**config.mk**
```make
export PLATFORM = sky130hd
export DESIGN_NAME = scrolling_text_column_generator
export DESIGN_NICKNAME = d
export VERILOG_FILES = /design/src/rtl/core/stcg_pkg.sv /design/src/rtl/core/scrolling_text_column_generator.sv
export VERILOG_INCLUDE_DIRS = /design/src /design/src/rtl/core
export SDC_FILE = /design/constraint.sdc
export NUM_CORES = 1
export LEC_CHECK = 0
export BUFFER_PORTS_ARGS = -buffer_cell sky130_fd_sc_hd__buf_2
export CAP_MARGIN = 20
export CORE_ASPECT_RATIO = 0.6
export CORE_MARGIN = 2
export CORE_UTILIZATION = 25
export CTS_CLUSTER_DIAMETER = 120
export DETAILED_ROUTE_END_ITERATION = 10
export PLACE_DENSITY = 0.42
export SETUP_SLACK_MARGIN = 0.02
export SLEW_MARGIN = 15
export SYNTH_ARGS = -nofsm -noshare
export SYNTH_HDL_FRONTEND = slang
export SYNTH_MEMORY_MAX_BITS = 65536
export SYNTH_SLANG_ARGS = --single-unit
```
**constraint.sdc**
```tcl
create_clock -name clk_i -period 12.29 [get_ports clk_i]
set_input_delay 3.0725 -clock clk_i [delete_from_list [all_inputs] [get_ports clk_i]]
set_output_delay 3.0725 -clock clk_i [all_outputs]
set_load 0.05 [all_outputs]
```
**src/rtl/core/scrolling_text_column_generator_macros.svh**
```systemverilog
// Assertion macros for the scrolling text column generator
`ifndef SCROLLING_TEXT_COLUMN_GENERATOR_MACROS_SVH
`define SCROLLING_TEXT_COLUMN_GENERATOR_MACROS_SVH
`ifndef NO_ASSERTIONS
// checked only out of reset
`define SCG_ASSERT(lbl, clk, rst_n, prop, msg) \
  lbl: assert property (@(posedge clk) disable iff (!rst_n) prop) else $error(msg);
// checked at every edge, reset included
`define SCG_ASSERT_ALWAYS(lbl, clk, prop, msg) \
  lbl: assert property (@(posedge clk) prop) else $error(msg);
`else
`define SCG_ASSERT(lbl, clk, rst_n, prop, msg)
`define SCG_ASSERT_ALWAYS(lbl, clk, prop, msg)
`endif
`endif

```
**src/rtl/core/stcg_pkg.sv**
```systemverilog
// Package: widths, register map, font ROM and helper functions
package stcg_pkg;

  localparam int unsigned PANEL_COLUMNS_DEF = 64;
  localparam int unsigned MAX_CHARS_DEF     = 8;

  localparam int unsigned COL_W    = 6;
  localparam int unsigned OFFS_W   = 16;
  localparam int unsigned BASE_W   = 9;
  localparam int unsigned PIX_W    = 8;
  localparam int unsigned TEXT_W   = 64;
  localparam int unsigned LEN_W    = 4;
  localparam int unsigned GAP_W    = 3;
  localparam int unsigned PADDR_W  = 5;
  localparam int unsigned PDATA_W  = 64;

  localparam int unsigned GLYPH_W   = 7;
  localparam int unsigned SLOT_W    = 4;   // 7 + gap, at most 14
  localparam int unsigned TOT_W     = 7;   // 8 slots of 14, at most 112
  localparam int unsigned REM_W     = 17;  // column + offset
  localparam int unsigned GIDX_W    = 6;   // glyph number, 0..38
  localparam int unsigned GCOL_W    = 3;
  localparam int unsigned CIDX_W    = 3;

  // restoring modulo: 7 << 15 exceeds any column + offset sum
  localparam int unsigned MOD_TOP   = 14;
  localparam int unsigned MOD_STEPS = 4;   // steps per stage

  localparam logic [1:0] REG_TEXT_CHARS  = 2'd0;
  localparam logic [1:0] REG_TEXT_LENGTH = 2'd1;
  localparam logic [1:0] REG_CHAR_GAP    = 2'd2;

  localparam logic [LEN_W-1:0] TEXT_LENGTH_RST = 4'd8;
  localparam logic [GAP_W-1:0] CHAR_GAP_RST    = 3'd1;

  localparam logic [GIDX_W-1:0] GLYPH_BLANK = 6'd0;
  localparam logic [GIDX_W-1:0] GLYPH_A     = 6'd1;
  localparam logic [GIDX_W-1:0] GLYPH_EXCL  = 6'd27;
  localparam logic [GIDX_W-1:0] GLYPH_ZERO  = 6'd28;
  localparam logic [GIDX_W-1:0] GLYPH_COMMA = 6'd38;

  // Up to MOD_STEPS restoring steps, shifts k_hi down to k_hi - n + 1
  function automatic logic [REM_W-1:0] mod_steps(input logic [REM_W-1:0] r,
                                                 input logic [TOT_W-1:0] total,
                                                 input int unsigned k_hi,
                                                 input int unsigned n);
    logic [31:0] acc;
    logic [31:0] d;
    acc = 32'(r);
    for (int unsigned j = 0; j < MOD_STEPS; j++) begin
      if (j < n) begin
        d = 32'(total) << (k_hi - j);
        if (acc >= d) acc = acc - d;
      end
    end
    return REM_W'(acc);
  endfunction

  function automatic logic [GIDX_W-1:0] glyph_of(input logic [7:0] ch);
    logic [GIDX_W-1:0] g;
    g = GLYPH_BLANK;
    if (ch >= 8'h41 && ch <= 8'h5A)      g = GLYPH_A + GIDX_W'(ch - 8'h41);
    else if (ch >= 8'h61 && ch <= 8'h7A) g = GLYPH_A + GIDX_W'(ch - 8'h61);
    else if (ch == 8'h21)                g = GLYPH_EXCL;
    else if (ch >= 8'h30 && ch <= 8'h39) g = GLYPH_ZERO + GIDX_W'(ch - 8'h30);
    else if (ch == 8'h2C)                g = GLYPH_COMMA;
    return g;
  endfunction

  // Glyph rows, row y in bits [8y+7:8y]; bit c of a row is glyph column c
  function automatic logic [63:0] glyph_rows(input logic [GIDX_W-1:0] g);
    logic [63:0] r;
    case (g)
      6'd1:  r = 64'h3333_333F_3333_1E0C;
      6'd2:  r = 64'h3F66_6666_3E66_663F;
      6'd3:  r = 64'h3C66_0303_0303_663C;
      6'd4:  r = 64'h1F36_6666_6666_361F;
      6'd5:  r = 64'h7F46_0616_1E16_467F;
      6'd6:  r = 64'h0F06_0616_1E16_467F;
      6'd7:  r = 64'h7C66_7303_0303_663C;
      6'd8:  r = 64'h3333_3333_3F33_3333;
      6'd9:  r = 64'h1E0C_0C0C_0C0C_0C1E;
      6'd10: r = 64'h1E33_3330_3030_3078;
      6'd11: r = 64'h6766_6636_1E36_6667;
      6'd12: r = 64'h7F66_4606_0606_060F;
      6'd13: r = 64'h6363_636B_7F7F_7763;
      6'd14: r = 64'h6363_6373_7B6F_6763;
      6'd15: r = 64'h1C36_6363_6363_361C;
      6'd16: r = 64'h0F06_0606_3E66_663F;
      6'd17: r = 64'h381E_3B33_3333_331E;
      6'd18: r = 64'h6766_6636_3E66_663F;
      6'd19: r = 64'h1E33_7038_0E07_331E;
      6'd20: r = 64'h1E0C_0C0C_0C0C_2D3F;
      6'd21: r = 64'h1C36_3333_3333_3333;
      6'd22: r = 64'h0C1E_3633_3333_3333;
      6'd23: r = 64'h6377_7F6B_6363_6363;
      6'd24: r = 64'h6363_361C_1C36_6363;
      6'd25: r = 64'h1E0C_0C0C_1E33_3333;
      6'd26: r = 64'h7F63_060C_1830_637F;
      6'd27: r = 64'h1800_1818_183C_3C18;
      6'd28: r = 64'h3E63_676F_7B73_633E;
      6'd29: r = 64'h3F0C_0C0C_0C0C_0E0C;
      6'd30: r = 64'h3F33_0306_1C30_331E;
      6'd31: r = 64'h1E33_3030_1C30_331E;
      6'd32: r = 64'h7830_307F_3336_3C38;
      6'd33: r = 64'h1E33_3030_301F_033F;
      6'd34: r = 64'h1E33_3333_1F03_061C;
      6'd35: r = 64'h0C0C_0C0C_1830_333F;
      6'd36: r = 64'h1E33_3333_1E33_331E;
      6'd37: r = 64'h0E18_3030_3E33_331E;
      6'd38: r = 64'h060C_0C00_0000_0000;
      default: r = 64'h0;
    endcase
    return r;
  endfunction

endpackage

```
**src/rtl/core/scrolling_text_column_generator.sv**
```systemverilog
// Top level: pipelined scrolling text column generator with APB register port
//
//   channel   direction  handshake               payload
//   in        sink       in_valid_i/in_ready_o   column_i, scroll_offset_i
//   out       source     out_valid_o/out_ready_i led_base_o, column_bits_o
//   apb cfg   slave      psel/penable/pready     paddr, pwrite, pwdata, prdata
//
// One transaction per cycle sustained while out_ready_i holds; each result
// passes through 7 register stages. The depth is set by the capture stage,
// the 15-step restoring modulo over four stages, then a slot divide/glyph stage
// and the font ROM output stage.
// rst_ni clears all valid bits and loads register reset values; no clearing pass.
// A stall on out holds occupied stages with no empty stage downstream; empty stages still fill.
`include "scrolling_text_column_generator_macros.svh"
module scrolling_text_column_generator #(
  parameter int unsigned PANEL_COLUMNS = stcg_pkg::PANEL_COLUMNS_DEF,
  parameter int unsigned MAX_CHARS     = stcg_pkg::MAX_CHARS_DEF
) (
  input  logic                          clk_i,
  input  logic                          rst_ni,
  input  logic                          in_valid_i,
  output logic                          in_ready_o,
  input  logic [stcg_pkg::COL_W-1:0]    column_i,
  input  logic [stcg_pkg::OFFS_W-1:0]   scroll_offset_i,
  output logic                          out_valid_o,
  input  logic                          out_ready_i,
  output logic [stcg_pkg::BASE_W-1:0]   led_base_o,
  output logic [stcg_pkg::PIX_W-1:0]    column_bits_o,
  input  logic                          psel,
  input  logic                          penable,
  input  logic                          pwrite,
  input  logic [stcg_pkg::PADDR_W-1:0]  paddr,
  input  logic [stcg_pkg::PDATA_W-1:0]  pwdata,
  output logic [stcg_pkg::PDATA_W-1:0]  prdata,
  output logic                          pready
);
  import stcg_pkg::*;

  // Stage map:
  //   0 capture column + offset
  //   1..3 modulo steps (4 shifts each), 4 last 3 shifts -> banner column
  //   5 slot divide, character pick, ASCII to glyph
  //   6 ROM column extract, serpentine flip (output register)
  localparam int unsigned NST        = 7;
  localparam int unsigned MOD_STAGES = 4;   // stages holding a partial remainder
  localparam int unsigned ST_SRC     = 4;
  localparam int unsigned ST_GLYPH   = 5;
  localparam int unsigned ST_OUT     = 6;

  typedef struct packed {
    logic [GIDX_W-1:0] glyph;
    logic [GCOL_W-1:0] gcol;
    logic              dark;
  } glyph_stage_t;

  // ---------------- configuration registers ----------------
  logic [TEXT_W-1:0] text_q;
  logic [LEN_W-1:0]  text_len_q;
  logic [GAP_W-1:0]  gap_q;
  logic [LEN_W-1:0]  len_eff;
  logic [SLOT_W-1:0] slot_d, slot_q;
  logic [TOT_W-1:0]  total_d, total_q;
  logic              cfg_wr;

  assign pready = 1'b1;
  assign cfg_wr = psel & penable & pwrite;

  always_ff @(posedge clk_i or negedge rst_ni) begin
    if (!rst_ni) begin
      text_q     <= '0;
      text_len_q <= TEXT_LENGTH_RST;
      gap_q      <= CHAR_GAP_RST;
    end else if (cfg_wr) begin
      case (paddr[PADDR_W-1:3])
        REG_TEXT_CHARS:  text_q     <= pwdata[TEXT_W-1:0];
        REG_TEXT_LENGTH: text_len_q <= pwdata[LEN_W-1:0];
        REG_CHAR_GAP:    gap_q      <= pwdata[GAP_W-1:0];
        default: ;
      endcase
    end
  end

  always_comb begin
    case (paddr[PADDR_W-1:3])
      REG_TEXT_CHARS:  prdata = PDATA_W'(text_q);
      REG_TEXT_LENGTH: prdata = PDATA_W'(text_len_q);
      REG_CHAR_GAP:    prdata = PDATA_W'(gap_q);
      default:         prdata = '0;
    endcase
  end

  // Banner geometry, re-registered every cycle. The user must move config only while
  // idle (the block does not enforce this), so this is settled before any transaction reaches stage 1.
  always_comb begin
    if (text_len_q == '0)                      len_eff = LEN_W'(1);
    else if (text_len_q > LEN_W'(MAX_CHARS))   len_eff = LEN_W'(MAX_CHARS);
    else                                       len_eff = text_len_q;
    slot_d  = SLOT_W'(GLYPH_W) + SLOT_W'(gap_q);
    total_d = TOT_W'(len_eff) * TOT_W'(slot_d);
  end

  always_ff @(posedge clk_i or negedge rst_ni) begin
    if (!rst_ni) begin
      slot_q  <= SLOT_W'(GLYPH_W) + SLOT_W'(CHAR_GAP_RST);
      total_q <= TOT_W'(TEXT_LENGTH_RST) * (TOT_W'(GLYPH_W) + TOT_W'(CHAR_GAP_RST));
    end else begin
      slot_q  <= slot_d;
      total_q <= total_d;
    end
  end

  // ---------------- pipeline flow control ----------------
  logic [NST-1:0] v_q;
  logic [NST-1:0] free;   // stage may load this cycle

  always_comb begin
    free[NST-1] = !v_q[NST-1] || out_ready_i;
    for (int i = NST - 2; i >= 0; i--) begin
      free[i] = !v_q[i] || free[i+1];
    end
  end

  assign in_ready_o  = free[0];
  assign out_valid_o = v_q[ST_OUT];

  always_ff @(posedge clk_i or negedge rst_ni) begin
    if (!rst_ni) begin
      v_q <= '0;
    end else begin
      if (free[0]) v_q[0] <= in_valid_i;
      for (int i = 1; i < NST; i++) begin
        if (free[i]) v_q[i] <= v_q[i-1];
      end
    end
  end

  // ---------------- datapath ----------------
  logic [COL_W-1:0]  col_q [ST_OUT];
  logic [REM_W-1:0]  rem_q [MOD_STAGES];
  logic [TOT_W-1:0]  src_q;
  glyph_stage_t      gs_d, gs_q;
  logic [REM_W-1:0]  src_full;

  assign src_full = mod_steps(rem_q[MOD_STAGES-1], total_q,
                              MOD_TOP - (MOD_STAGES - 1) * MOD_STEPS,
                              MOD_TOP + 1 - (MOD_STAGES - 1) * MOD_STEPS);

  // stage 5: split banner column into character index and glyph column
  always_comb begin
    logic [TOT_W:0]    r;
    logic [TOT_W:0]    d;
    logic [CIDX_W-1:0] idx;
    logic [7:0]        ch;
    r   = {1'b0, src_q};
    idx = '0;
    for (int k = CIDX_W - 1; k >= 0; k--) begin
      d = (TOT_W + 1)'(slot_q) << k;
      if (r >= d) begin
        r      = r - d;
        idx[k] = 1'b1;
      end
    end
    ch       = text_q[{idx, 3'b000} +: 8];
    gs_d.glyph = glyph_of(ch);
    gs_d.gcol  = r[GCOL_W-1:0];
    // gap columns and columns off the panel are dark
    gs_d.dark  = (r >= (TOT_W + 1)'(GLYPH_W)) ||
                 ((BASE_W)'(col_q[ST_GLYPH-1]) >= BASE_W'(PANEL_COLUMNS));
  end

  // stage 6: one glyph column, flipped on odd (upward wired) columns
  logic [PIX_W-1:0]  bits_d;
  logic [63:0]       rows;

  always_comb begin
    rows   = glyph_rows(gs_q.glyph);
    bits_d = '0;
    for (int y = 0; y < PIX_W; y++) begin
      if (col_q[ST_OUT-1][0]) bits_d[3'(PIX_W - 1 - y)] = rows[{3'(y), gs_q.gcol}];
      else                    bits_d[3'(y)]             = rows[{3'(y), gs_q.gcol}];
    end
    if (gs_q.dark) bits_d = '0;
  end

  always_ff @(posedge clk_i) begin
    if (free[0]) begin
      col_q[0] <= column_i;
      rem_q[0] <= REM_W'(column_i) + REM_W'(scroll_offset_i);
    end
    for (int i = 1; i < MOD_STAGES; i++) begin
      if (free[i]) begin
        col_q[i] <= col_q[i-1];
        rem_q[i] <= mod_steps(rem_q[i-1], total_q, MOD_TOP - (i - 1) * MOD_STEPS, MOD_STEPS);
      end
    end
    if (free[ST_SRC]) begin
      col_q[ST_SRC] <= col_q[ST_SRC-1];
      src_q         <= src_full[TOT_W-1:0];
    end
    if (free[ST_GLYPH]) begin
      col_q[ST_GLYPH] <= col_q[ST_GLYPH-1];
      gs_q            <= gs_d;
    end
    if (free[ST_OUT]) begin
      led_base_o    <= {col_q[ST_OUT-1], 3'b000};
      column_bits_o <= bits_d;
    end
  end

  // ---------------- assertions ----------------
  // last partial remainder is already below total << 3
  `SCG_ASSERT(a_rem_bound, clk_i, rst_ni, v_q[MOD_STAGES-1] |-> (32'(rem_q[MOD_STAGES-1]) < (32'(total_q) << 3)), "partial remainder out of range")
  // banner column lies inside the banner
  `SCG_ASSERT(a_src_bound, clk_i, rst_ni, v_q[ST_SRC] |-> (src_q < total_q), "banner column beyond banner length")
  // a column off the panel never lights
  `SCG_ASSERT(a_off_panel_dark, clk_i, rst_ni, (out_valid_o && (BASE_W'(led_base_o[BASE_W-1:3]) >= BASE_W'(PANEL_COLUMNS))) |-> (column_bits_o == '0), "off-panel column lit")
  // input backpressure only with every stage full
  `SCG_ASSERT_ALWAYS(a_ready_full, clk_i, !in_ready_o |-> (&v_q), "stall with an empty stage")

endmodule
```
==> key figures <==
Clock network
  – CTS buffer count: 31
  – CTS tree: yes
  – H-tree depth: 1
  – Post-CTS setup buffers: 0
  – Cts repair resizes: 0
  – Reg clk slew, reported paths: 70 ps
  – Hold Buf Count CTS: 0
  – CTS sink cnt: 280
  – Root Buffer: clkbuf_16
  – Bufs on Longest Clock Path: 3
  – Clk_lat worst skew: 610 ps

Global route
  – Largest net degree at the start of global routing: 66
  – Initial antenna violation count: 1
  – Overflow after GRT: 0
  – Gr usage total: 16.30%
  – Vias in the first global route: 17553
  – First-pass GRT wire length: 111000 um

Setup path
  – Worst Path Buf+Inv: 3
  – Worst setup path start: src_q[2]$_DFFE_PP_
  – Worst setup SP type: flip-flop
  – Reg2Reg Depth: 35
  – Flop2flop setup slack: 1190 ps
  – Critical Path Sink: rows[53]$_DFF_P_
  – Origin of the critical flop-to-flop path: src_q[2]$_DFFE_PP_
  – CP most frequent cell: ha_1
  – Crit path max-delay family: compound AO/OA/AOI/OAI gates
  – Slowest cell on crit path: nor3_2
  – Crit path depth: 35
  – Critical path data required time: between 10000 and 15000 ps
  – CP max FO: 17
  – Reg2reg end: rows[53]$_DFF_P_
  – Crit path DAT: 11550 ps
  – Setup crit end kind: flip-flop
  – Setup Crit Path Kind: reg -> reg
  – CP peak stage delay: ~770 ps

Outcome
  – Status: completed

Drt
  – DR vias/cell: slightly above 5
  – Drt pass-1 iters: 6
  – ANT nets after route: 0
  – Remaining routing DRC violations: 0
  – Total vias in the final route: 18202
  – DR iter-0 viols: ~1600
  – Final WL: 72800 um
  – Post-DR wirelength/cell: 20.13 um

Placed design
  – Post-Place Cells: 3556
  – Dpl ws: 1428 ps
  – Port-buffer cells: 174
  – DP HPWL: 56060 um
  – Gpl congestion: 0.9284

Yosys
  – XOR/XNOR share of the synthesized area: 4.005%
  – Largest family of logic cells by synthesized area: compound AO/OA/AOI/OAI gates
  – Synth async-reset ratio: 31.79%
  – Mux cell area share after synthesis: 8.082%
  – Top cell type's share of synthesized area: 19.11%
  – Post-synthesis adder-cell area fraction: 10.90%
  – Synth Instances: about 2300
  – Avg Cell Area, Syn: roughly 9 um^2
  – Synth area leaders: edfxtp_1 (19%), dfrtp_1 (10%), ha_1 (8.7%)
  – Seq/Total Area, Yosys: 34.92%
  – Number of library cell types mapped by synthesis: 103
  – Yosys top cell by area: edfxtp_1
  – #FFs+latches synth: 280
  – Simple-gate share of the synthesized area: 17.30%
  – Synth Flop Type: edfxtp_1
  – Synth warn: 0
  – Compound-cell area share of the yosys netlist: slightly above 20%
  – Number of enable flip-flop cells after synthesis: 135
  – Syn Std Cell Area: about 21000 um^2

Timing
  – Setup ws final: 1188 ps
  – Max_slew headroom: 28.69%
  – Final min period: 11100 ps
  – Setup TNS: 0 ps
  – Max Clk Rate: approximately 0.090 GHz
  – Final worst-path cycle share: 90.34%
  – Final hold vios: 0
  – Slew Viols, Final: 0
  – RSZ-0062 raised after global routing: no
  – Final Skew: 35.81 ps
  – Endpoints failing setup: 0
  – Worst Max-Slew Pin Slew: around 1100 ps

Floorplanning
  – Starting density of the core: 25.33%
  – Die width: 380.0 um
  – Placeable Area: 83720 um^2
  – Std cell rows: just over 80
  – Die height: around 230 um
  – Die area: just under 90000 um^2
  – Ports: 182

Finish
  – Area Growth Syn to Fin: 15.11%
  – Final cell count without fillers: between 3000 and 4000
  – Number of antenna diodes: 0
  – Number of fill cells: 8897
  – Final core utilization: between 20% and 30%
  – Fraction of layout cells with a size suffix above 1: 16.96%
  – Layout Nets: around 2700

Run
  – Max-cap check violation count: 0

Hold path
  – Min-Delay Path Depth: 0
  – Worst hold path class: reg -> reg
-- layout by cell type, fill, tap and decap left out, types with 12 or more instances in the layout --
| cell type | synthesis | layout |
|---|---|---|
| and3_1 | 14 | 14 |
| dfrtp_1 | 85 | 85 |
| dfxtp_1 | 56 | 56 |
| o21a_1 | 17 | 17 |
| or3_1 | 20 | 20 |
| buf_4 | 13 | 37 |
| nand4_1 | 26 | 26 |
| nor3_1 | 42 | 41 |
| nand2b_1 | 42 | 42 |
| o21ai_1 | 24 | 24 |
| buf_2 | 22 | 173 |
| o21ai_0 | 136 | 136 |
| a21oi_1 | 152 | 152 |
| fa_1 | 23 | 23 |
| nand3_1 | 52 | 52 |
| o211ai_1 | 29 | 29 |
| o31ai_1 | 16 | 16 |
| a311o_1 | 12 | 12 |
| nor2b_1 | 25 | 25 |
| a31oi_1 | 17 | 17 |
| mux2i_1 | 43 | 42 |
| a211oi_1 | 25 | 25 |
| clkbuf_16 | 0 | 32 |
| mux2_2 | 98 | 98 |
| xnor2_1 | 69 | 69 |
| xor2_1 | 28 | 28 |
| edfxtp_1 | 135 | 135 |
| a21o_1 | 64 | 64 |
| and2_1 | 73 | 73 |
| ha_1 | 148 | 148 |
| inv_1 | 119 | 119 |
| nand2_1 | 191 | 191 |
| nor2_1 | 197 | 196 |
-- metal layers --
layer	up-vias	global-route usage [%]	routed length, um	part of all wire, %
met5	-	0	0	0
met4	0	2.629	1117	1.5
met3	75	4.537	6465	8.9
met2	663	21.28	26730	37
met1	8678	26.01	38480	53
li1	8786	-	-	-
-- synth_stat cells, drive strengths merged (26+ instances only) --
cell type    n
nor3        46
nand2b      42
buf         43
mux2i       43
dfxtp       56
nand2      192
o21ai      160
xnor2       69
clkbuf      59
inv        121
mux2        98
xor2        28
edfxtp     135
ha         148
o211ai      30
and2        75
nand3       52
a211oi      26
a21oi      155
dfrtp       85
a21o        64
nor2       202
nand4       26
-- cell type report --
class | count | area (um^2) | area share (%)
clock inverters | 17 | 160.2 | 0.6560
inverters | 121 | 456.7 | 1.871
flip-flops and latches | 280 | 7407 | 30.34
repair buffers | 212 | 1191 | 4.879
clock buffers | 41 | 874.6 | 3.582
multi-input cells | 1811 | 12910 | 52.86
well taps | 1134 | 1419 | 5.811
-- per-stage QoR --
stage          hold slack (ps)  instance area, um^2
2_1_floorplan            400.3                21220
3_3_place_gp             403.5                23330
3_5_place_dp             404.5                23330
4_1_cts                  419.1                24370
5_1_grt                  421.3                24410
6_report                 417.3                24410
-- flip-flops by register name, indices dropped and copies added (netlist names), 6 cells and up --
signal / cells
column_bits_o: 8
col_q: 36
src_q: 7
total_q: 7
gs_q: 10
text_q: 64
rows: 56
v_q: 7
rem_q: 68
led_base_o: 6
-- worst min-delay path by stage --
| stage | start | end | slack [ps] |
|---|---|---|---|
| after floorplan | col_q[0][0]$_DFFE_PP_ | col_q[1][0]$_DFFE_PP_ | 400 |
| after global placement | col_q[0][5]$_DFFE_PP_ | col_q[1][5]$_DFFE_PP_ | 400 |
| after detailed placement | col_q[2][3]$_DFFE_PP_ | col_q[3][3]$_DFFE_PP_ | 400 |
| after CTS | col_q[3][4]$_DFFE_PP_ | col_q[4][4]$_DFFE_PP_ | 420 |
| after global routing | col_q[2][3]$_DFFE_PP_ | col_q[3][3]$_DFFE_PP_ | 420 |
| final | col_q[2][3]$_DFFE_PP_ | col_q[3][3]$_DFFE_PP_ | 420 |
-- kinds of logic (layout without fill, tap and decap cells) --
| family | Yosys count | in the layout |
|---|---|---|
| other cells | 2 | 4 |
| compound gates | 643 | 643 |
| xor+xnor | 97 | 97 |
| buf+inv | 223 | 391 |
| simple gates | 747 | 747 |
| mux | 149 | 149 |
| fa+ha+maj | 171 | 171 |
| flops | 280 | 280 |
Power is left out: the tool's default activity adds up to more than one toggle a clock period on the data nets, which glitch-free logic cannot reach.
